`config.mk`:
```
export PLATFORM = sky130hd
export DESIGN_NAME = keypad_scanner_with_key_tone
export DESIGN_NICKNAME = d
export VERILOG_FILES = /design/src/hw/rtl/kst_pkg.sv /design/src/hw/rtl/kst_skid.sv /design/src/hw/rtl/keypad_scanner_with_key_tone.sv
export SDC_FILE = /design/constraint.sdc
export NUM_CORES = 1
export LEC_CHECK = 0
export BUFFER_PORTS_ARGS = -buffer_cell sky130_fd_sc_hd__buf_2
export CORE_ASPECT_RATIO = 1.4
export CORE_MARGIN = 8
export CORE_UTILIZATION = 45
export DETAILED_ROUTE_END_ITERATION = 10
export GPL_TIMING_DRIVEN = 1
export HOLD_SLACK_MARGIN = 0.08
export MAX_ROUTING_LAYER = met4
export PLACE_DENSITY = 0.73
export SLEW_MARGIN = 25
export SYNTH_ARGS = -nofsm -noshare
export SYNTH_HDL_FRONTEND = slang
export SYNTH_SLANG_ARGS = --single-unit
```
`constraint.sdc`:
```
create_clock -name clk_i -period 2.35 [get_ports clk_i]
set_input_delay 0.1175 -clock clk_i [delete_from_list [all_inputs] [get_ports clk_i]]
set_output_delay 0.1175 -clock clk_i [all_outputs]
set_load 0.005 [all_outputs]
```
`src/hw/rtl/kst_pkg.sv`:
```
// Shared types, register indexes and the tone repeat table of the keypad scanner.
`default_nettype none

package kst_pkg;

  localparam int unsigned RowW   = 4;
  localparam int unsigned ColW   = 4;
  localparam int unsigned KeyW   = 4;
  localparam int unsigned TimerW = 8;
  localparam int unsigned SettleW = 4;
  localparam int unsigned RepW   = 8;
  localparam int unsigned HalfW  = 5;
  localparam int unsigned CfgIdxW = 2;
  localparam int unsigned CfgDataW = 8;

  localparam logic [CfgIdxW-1:0] CfgDebounce = 2'd0;
  localparam logic [CfgIdxW-1:0] CfgSettle   = 2'd1;
  localparam logic [CfgIdxW-1:0] CfgGap      = 2'd2;
  localparam logic [CfgIdxW-1:0] CfgToneEn   = 2'd3;

  typedef struct packed {
    logic [ColW-1:0] column_drive;
    logic            buzzer_level;
    logic            key_strobe;
    logic [KeyW-1:0] key_code;
    logic            busy_res;
  } result_t;

  // Number of full wave periods played for each key.
  function automatic logic [RepW-1:0] repeat_count(input logic [KeyW-1:0] key);
    logic [RepW-1:0] cnt;
    case (key)
      4'd0:    cnt = 8'd250;
      4'd1:    cnt = 8'd125;
      4'd2:    cnt = 8'd83;
      4'd3:    cnt = 8'd63;
      4'd4:    cnt = 8'd50;
      4'd5:    cnt = 8'd42;
      4'd6:    cnt = 8'd38;
      4'd7:    cnt = 8'd31;
      4'd8:    cnt = 8'd28;
      4'd9:    cnt = 8'd25;
      4'd10:   cnt = 8'd23;
      4'd11:   cnt = 8'd21;
      4'd12:   cnt = 8'd25;
      4'd13:   cnt = 8'd22;
      4'd14:   cnt = 8'd19;
      default: cnt = 8'd16;
    endcase
    return cnt;
  endfunction

endpackage

`default_nettype wire

```
`src/hw/rtl/kst_skid.sv`:
```
// Two-entry output stage that decouples result beats from the downstream stall.
`default_nettype none

module kst_skid (
  input  wire logic            clk_i,
  input  wire logic            rst_ni,
  input  wire logic            in_valid_i,
  input  wire kst_pkg::result_t in_data_i,
  output logic                 in_stall_o,
  output logic                 out_valid_o,
  output kst_pkg::result_t     out_data_o,
  input  wire logic            out_stall_i
);

  logic             out_valid_q;
  logic             skid_valid_q;
  kst_pkg::result_t out_data_q;
  kst_pkg::result_t skid_data_q;
  logic             accept;
  logic             out_free;

  assign in_stall_o = skid_valid_q;
  assign accept     = in_valid_i && !skid_valid_q;
  assign out_free   = !out_valid_q || !out_stall_i;

  always_ff @(posedge clk_i or negedge rst_ni) begin
    if (!rst_ni) begin
      out_valid_q  <= 1'b0;
      skid_valid_q <= 1'b0;
    end else if (out_free) begin
      if (skid_valid_q) begin
        out_valid_q  <= 1'b1;
        skid_valid_q <= 1'b0;
      end else begin
        out_valid_q <= accept;
      end
    end else if (accept) begin
      skid_valid_q <= 1'b1;
    end
  end

  // Payload registers: no reset.
  always_ff @(posedge clk_i) begin
    if (out_free) begin
      if (skid_valid_q) begin
        out_data_q <= skid_data_q;
      end else if (accept) begin
        out_data_q <= in_data_i;
      end
    end else if (accept) begin
      skid_data_q <= in_data_i;
    end
  end

  assign out_valid_o = out_valid_q;
  assign out_data_o  = out_data_q;

  a_skid_behind_out: assert property (@(posedge clk_i) disable iff (!rst_ni)
    skid_valid_q |-> out_valid_q)
    else $error("skid entry held with empty output register");

  a_skid_fill_on_stall: assert property (@(posedge clk_i) disable iff (!rst_ni)
    $rose(skid_valid_q) |-> $past(out_valid_q && out_stall_i))
    else $error("skid entry filled while output was free");

  a_skid_drain_order: assert property (@(posedge clk_i) disable iff (!rst_ni)
    (skid_valid_q && !out_stall_i) |=> (!skid_valid_q && out_data_q == $past(skid_data_q)))
    else $error("skid entry not moved to output in order");

endmodule

`default_nettype wire

```
`src/hw/rtl/keypad_scanner_with_key_tone.sv`:
```
// Top level of the 4x4 matrix keypad scanner with per-key buzzer tone.
// Results are registered in the output stage; the phase/counter update is one
// registered pass. Throughput: one tick beat per cycle while in_stall_o is low.
// A two-entry output stage keeps taking beats while one result waits on out_stall_i.
// Reset (rst_ni low, async): waiting for press, all counters and held key zero,
// registers back to debounce 25, settle 2, gap 20, tone enabled; output stage empty.
`default_nettype none

module keypad_scanner_with_key_tone (
  input  wire logic                          clk_i,
  input  wire logic                          rst_ni,
  // Tick beat channel
  input  wire logic                          in_valid_i,
  output logic                               in_stall_o,
  input  wire logic [kst_pkg::RowW-1:0]      row_levels_i,
  // Result beat channel
  output logic                               out_valid_o,
  input  wire logic                          out_stall_i,
  output logic      [kst_pkg::ColW-1:0]      column_drive_o,
  output logic                               buzzer_level_o,
  output logic                               key_strobe_o,
  output logic      [kst_pkg::KeyW-1:0]      key_code_o,
  output logic                               busy_res_o,
  // Configuration writes
  input  wire logic                          cfg_we_i,
  input  wire logic [kst_pkg::CfgIdxW-1:0]   cfg_idx_i,
  input  wire logic [kst_pkg::CfgDataW-1:0]  cfg_wdata_i
);

  typedef enum logic [2:0] {
    PhWait       = 3'd0,
    PhDebPress   = 3'd1,
    PhScan       = 3'd2,
    PhRelease    = 3'd3,
    PhDebRelease = 3'd4,
    PhTone       = 3'd5,
    PhGap        = 3'd6
  } phase_e;

  // Configuration registers
  logic [kst_pkg::TimerW-1:0]  debounce_q;
  logic [kst_pkg::SettleW-1:0] settle_q;
  logic [kst_pkg::TimerW-1:0]  gap_q;
  logic                        tone_en_q;

  // Scanner state
  phase_e                     phase_q, phase_d;
  logic [kst_pkg::TimerW-1:0] timer_q, timer_d;
  logic [1:0]                 col_q, col_d;
  logic [kst_pkg::KeyW-1:0]   key_q, key_d;
  logic [kst_pkg::RepW-1:0]   rep_q, rep_d;
  logic [kst_pkg::HalfW-1:0]  half_q, half_d;
  logic                       wave_q, wave_d;

  logic                       in_acc;
  logic                       skid_stall;
  kst_pkg::result_t           res;
  kst_pkg::result_t           res_out;

  logic [kst_pkg::TimerW-1:0] timer_dec;
  logic [kst_pkg::HalfW-1:0]  half_dec;
  logic [kst_pkg::RepW-1:0]   rep_dec;
  logic [kst_pkg::HalfW-1:0]  half_load;
  logic [kst_pkg::TimerW-1:0] settle_load;
  logic                       row_hit;
  logic [1:0]                 row_idx;

  assign in_acc     = in_valid_i && !skid_stall;
  assign in_stall_o = skid_stall;

  assign timer_dec   = (timer_q != '0) ? timer_q - 1'b1 : '0;
  assign half_dec    = (half_q != '0) ? half_q - 1'b1 : '0;
  assign rep_dec     = (rep_q != '0) ? rep_q - 1'b1 : '0;
  assign half_load   = {1'b0, key_q} + 5'd1;
  assign settle_load = {{(kst_pkg::TimerW - kst_pkg::SettleW){1'b0}}, settle_q};

  // Lowest-numbered high row wins.
  always_comb begin
    row_hit = |row_levels_i;
    if (row_levels_i[0]) begin
      row_idx = 2'd0;
    end else if (row_levels_i[1]) begin
      row_idx = 2'd1;
    end else if (row_levels_i[2]) begin
      row_idx = 2'd2;
    end else begin
      row_idx = 2'd3;
    end
  end

  // Result of this tick: drive, buzzer and busy come from the state at tick start.
  always_comb begin
    res.column_drive = 4'hF;
    res.buzzer_level = 1'b0;
    res.key_strobe   = 1'b0;
    res.busy_res     = (phase_q != PhWait);
    if (phase_q == PhScan) begin
      res.column_drive = 4'b0001 << col_q;
    end
    if (phase_q == PhTone) begin
      res.buzzer_level = wave_q;
    end

    phase_d = phase_q;
    timer_d = timer_q;
    col_d   = col_q;
    key_d   = key_q;
    rep_d   = rep_q;
    half_d  = half_q;
    wave_d  = wave_q;

    case (phase_q)
      PhDebPress: begin
        if (timer_q != '0) begin
          timer_d = timer_dec;
        end else begin
          phase_d = PhScan;
          col_d   = 2'd0;
          timer_d = settle_load;
        end
      end
      PhScan: begin
        if (timer_q != '0) begin
          timer_d = timer_dec;
        end else if (row_hit) begin
          key_d   = {row_idx, col_q};
          phase_d = PhRelease;
        end else begin
          // Advance to the next column, wrapping after the last.
          col_d   = col_q + 2'd1;
          timer_d = settle_load;
        end
      end
      PhRelease: begin
        if (!row_hit) begin
          phase_d = PhDebRelease;
          timer_d = debounce_q;
        end
      end
      PhDebRelease: begin
        if (timer_q != '0) begin
          timer_d = timer_dec;
        end else begin
          res.key_strobe = 1'b1;
          if (tone_en_q) begin
            phase_d = PhTone;
            rep_d   = kst_pkg::repeat_count(key_q);
            half_d  = half_load;
            wave_d  = 1'b1;
          end else begin
            phase_d = PhGap;
            timer_d = gap_q;
          end
        end
      end
      PhTone: begin
        half_d = half_dec;
        if (half_dec == '0) begin
          if (wave_q) begin
            wave_d = 1'b0;
            half_d = half_load;
          end else begin
            rep_d = rep_dec;
            if (rep_dec == '0) begin
              phase_d = PhGap;
              timer_d = gap_q;
              wave_d  = 1'b0;
            end else begin
              wave_d = 1'b1;
              half_d = half_load;
            end
          end
        end
      end
      PhGap: begin
        if (timer_q != '0) begin
          timer_d = timer_dec;
        end else begin
          phase_d = PhWait;
        end
      end
      default: begin
        // Idle, and any stray phase code: wait for a press.
        phase_d = PhWait;
        if (row_hit) begin
          phase_d = PhDebPress;
          timer_d = debounce_q;
        end
      end
    endcase

    // The key code already shows a key decoded on this tick.
    res.key_code = key_d;
  end

  // Scanner state advances only on an accepted tick beat; config follows cfg_we_i.
  always_ff @(posedge clk_i or negedge rst_ni) begin
    if (!rst_ni) begin
      debounce_q <= 8'd25;
      settle_q   <= 4'd2;
      gap_q      <= 8'd20;
      tone_en_q  <= 1'b1;
      phase_q    <= PhWait;
      timer_q    <= '0;
      col_q      <= '0;
      key_q      <= '0;
      rep_q      <= '0;
      half_q     <= '0;
      wave_q     <= 1'b0;
    end else begin
      if (cfg_we_i) begin
        case (cfg_idx_i)
          kst_pkg::CfgDebounce: debounce_q <= cfg_wdata_i;
          kst_pkg::CfgSettle:   settle_q   <= cfg_wdata_i[kst_pkg::SettleW-1:0];
          kst_pkg::CfgGap:      gap_q      <= cfg_wdata_i;
          kst_pkg::CfgToneEn:   tone_en_q  <= cfg_wdata_i[0];
          default:              tone_en_q  <= tone_en_q;
        endcase
      end
      if (in_acc) begin
        phase_q <= phase_d;
        timer_q <= timer_d;
        col_q   <= col_d;
        key_q   <= key_d;
        rep_q   <= rep_d;
        half_q  <= half_d;
        wave_q  <= wave_d;
      end
    end
  end

  // Result beats leave through the two-entry output stage.
  kst_skid u_skid (
    .clk_i       (clk_i),
    .rst_ni      (rst_ni),
    .in_valid_i  (in_valid_i),
    .in_data_i   (res),
    .in_stall_o  (skid_stall),
    .out_valid_o (out_valid_o),
    .out_data_o  (res_out),
    .out_stall_i (out_stall_i)
  );

  assign column_drive_o = res_out.column_drive;
  assign buzzer_level_o = res_out.buzzer_level;
  assign key_strobe_o   = res_out.key_strobe;
  assign key_code_o     = res_out.key_code;
  assign busy_res_o     = res_out.busy_res;

  a_phase_holds_idle: assert property (@(posedge clk_i) disable iff (!rst_ni)
    !in_acc |=> $stable(phase_q))
    else $error("phase moved without an accepted tick");

  a_tone_counters_live: assert property (@(posedge clk_i) disable iff (!rst_ni)
    (phase_q == PhTone) |-> (half_q != '0 && rep_q != '0))
    else $error("tone phase with an exhausted counter");

  a_report_exit: assert property (@(posedge clk_i) disable iff (!rst_ni)
    (in_acc && phase_q == PhDebRelease && timer_q == '0)
      |=> (phase_q == PhTone || phase_q == PhGap))
    else $error("key report did not lead to tone or gap");

endmodule

`default_nettype wire
```
==> results.ini <==
[run_status]
run_status = finished clean

[clock_network]
cts_buffers = 9
clk_latency_ns = 0.35
cts.sinks = 76
cts_max_level = 3
cts-root-buf = clkbuf_16
cts.path.max_buffers = 2
cts_tree = yes
clkSlewWorstSetupHoldPaths_ns = 0.06

[die]
initial_utilization_pct = 45.9
die_y_um = 135
die_area_um2 = 13500
die_w_um = 101
pin_count = 32
row_count = 43
core_area_um2 = 9850

[final_layout]
n_fill_cell = 855
seqCellArea_um2 = 2020
diodes = 0
fin_cells = 688
design_area_um2 = 5640
multi_input_area_um2 = 2400
layout-drive-gt1-share_pct = 30.6
final_nets = 582
synthToLayoutAreaGrowth_pct = 25.0

[grt]
antenna_found_initial = 0
grt_max_degree = 35
grt_usage_pct = 18.4
grt_pass1_vias = 3924
grt_first_pass_wirelength_um = 19200
met2_usage_pct = 30.9
overflow = 0
met3_usage_pct = 2.94
busiest_layer = met2
use_met1_pct = 20.5

[power]
switching_share_pct = 40.2
power_frac_comb_pct = 46.6
leakagePower_uw = 0.00229
ir_drop_mv = 0.638
p_per_area_nw_per_um2 = 1210
p_seq_share_pct = 30.9
p_total_uw = 6850
power.internal_uw = 4090
switchingPower_uw = 2760
p_clk_share_pct = 22.5

[route]
drt_iter0_drc = 226
vias = 4017
final_antenna_net_count = 0
wl_per_cell_um = 17.2
drc = 0
dr.pass1.iters = 6
drt-total-wl_um = 11800
routed_via_density = 5.84

[critical_path]
path_buf_inv = 1
cp.arrival_ns = 2.53
crit_path_top_delay_cell = dfrtp_2
path_max_fanout = 7
critPathMaxStageDelay_ns = 0.46
critPathCaptureType = flip-flop
crit_top_cell = mux2_4
crit_chain = nor3_4 > mux2_4 > o41ai_4 > buf_4 > nand4_4 > mux2_4
criticalPathCategory = reg -> reg
cp-start-kind = flip-flop
required_ns = 2.58
critPathTopFamily = multiplexers

[place]
place_inst = 651
portBuffers = 31
hpwl_um = 8580
place_congestion = 1.00
dpl-instance-area_um2 = 5030

[synthesis]
avgSynthCellArea_um2 = 9.65
synthCells = 468
yosysTopAreaCell = dfrtp_1
ys_seq_area_share_pct = 44.8
synthArstFlopShare_pct = 71.1
synth_edf_count = 22
yosys-top-cells-area = dfrtp_1 26%, edfxtp_1 15%, mux2_2 8.2%
synth.top_cell.area_share_pct = 26.1
yosysUniqueCellTypes = 69
synth_area_um2 = 4510
synth-main-ff-cell = dfrtp_1
ys_seq_elements = 76
synth_warnings = 0
syn-num-nets = 502

[sta]
tightest_slew_ns = 0.603
hold_viol = 0
rsz0062_at_grt = true
max_clock_freq_mhz = 434
final.setup_skew_ns = 0.0139
finalCritPeriodShare_pct = 98.1
finalCriticalPeriod_ns = 2.31
slew_headroom_pct = 59.8
slew_violations = 0
setup_violations = 0
hold_ws_ns = 0.137

[worst_hold_path]
hp-class = in -> reg

[job]
timing.max_cap.violations = 0

path summary, 6_finish.rpt:
check / from / end / slack [ns] / cells past startpoint
worst min-delay path: cfg_idx_i[1] / tone_en_q / 0.14 / 3
max in group asynchronous: rst_ni / debounce_q[3] / 1.21 / 3
worst min register to register: gap_q[0] / gap_q[0] / 0.52 / 1
worst max-delay path: half_q[0] / timer_q[1] / 0.04 / 6
min in group asynchronous: rst_ni / u_skid.in_stall_o / 0.27 / 2
worst max register to register: half_q[0] / timer_q[1] / 0.04 / 6
metrics by stage:
step | util, % | setup TNS (ns) | setup slack, ns
3_3_place_gp | 51.1 | -0.00355 | -0.00355
4_1_cts | 55.7 | 0 | 0.00507
5_1_grt | 57.3 | -0.226 | -0.0616
2_1_floorplan | - | 0 | 0.0578
3_5_place_dp | 51.1 | -0.0390 | -0.0196
6_report | 57.3 | 0 | 0.0447
flip-flops by register name, summed over array words and instances (netlist names):
register            flops
rep_q                   8
u_skid.out_data_o      11
u_skid.in_stall_o       1
u_skid.out_valid_o      1
phase_q                 3
half_q                  5
timer_q                 8
wave_q                  1
gap_q                   8
u_skid.skid_data_q     11
col_q                   2
tone_en_q               1
settle_q                4
debounce_q              8
key_q                   4
cell usage after synthesis (all sizes together), types with 8 or more instances:
cell type  count
nor3          18
edfxtp        22
o21ai         52
mux2          33
clkbuf        15
dfrtp         47
nor2          43
nand3         10
a21oi         29
nand2b         8
inv           27
ha            15
nand2         42
metal layers:
layer,part of all wire [%],vias up
met4,3.6,0
met2,51,136
met5,0,-
met1,40,1958
li1,-,1886
met3,4.7,37
placed cells by master, fill, tap and decap left out, drive strengths merged, types with 3 or more instances in the layout:
cell / count
o211ai: 4
or4: 3
nor2b: 4
mux2i: 3
dfstp: 7
buf: 76
nand3: 10
a32oi: 4
o31ai: 7
dlygate4sd3: 12
nand2b: 8
clkbuf: 9
nor3b: 3
or2: 4
mux2: 33
edfxtp: 22
nand2: 42
nand4: 3
nor3: 18
o21ai: 52
o41ai: 3
dfrtp: 47
o22ai: 5
ha: 15
a21oi: 29
nor2: 43
inv: 30
a31oi: 6
a221oi: 3
nand3b: 3
nor4: 3
or3: 3
power by group through the flow:
stage	combinational (µW)	sequential, µW	clock [µW]
CTS	2940	2090	1570
global placement	2840	2090	0
detailed placement	2900	2110	0
finish	3190	2120	1540
global route	3510	2170	1610
floorplan	2000	2010	0
timing repair:
item	in CTS	in global routing
pin swaps	0	7
hold endpoints to repair	40	0
setup buffers	0	8
hold buffers	12	0
gates resized for setup	1	29
cloned	0	1
endpoints found under the setup margin	4	19
cell type report:
| cell class | count | area share (%) |
|---|---|---|
| Clock buffer | 9 | 3.99 |
| Timing Repair Buffer | 88 | 10.9 |
| Inverter | 27 | 1.80 |
| Clock inverter | 7 | 1.88 |
| Tap cell | 135 | 2.99 |
| Sequential cell | 76 | 35.9 |
| Multi-Input combinational cell | 346 | 42.6 |
tightest hold or removal path: cells and delay by family:
kind | cells | cell delay [ns]
buffers and inverters | 1 | 0.12
muxes | 1 | 0.14
and+or+nand+nor | 1 | 0.07
logic make-up after synthesis:
logic type / after synthesis / synth area share (%)
adders and majority gates: 15 / 4.16
buffers and inverters: 47 / 4.16
muxes: 38 / 9.89
xor gates and xnor gates: 3 / 0.582
DFF: 76 / 44.8
and+or+nand+nor: 157 / 17.8
AOI/OAI and AO/OA: 132 / 18.6
Power figures use the tool's default switching activity.
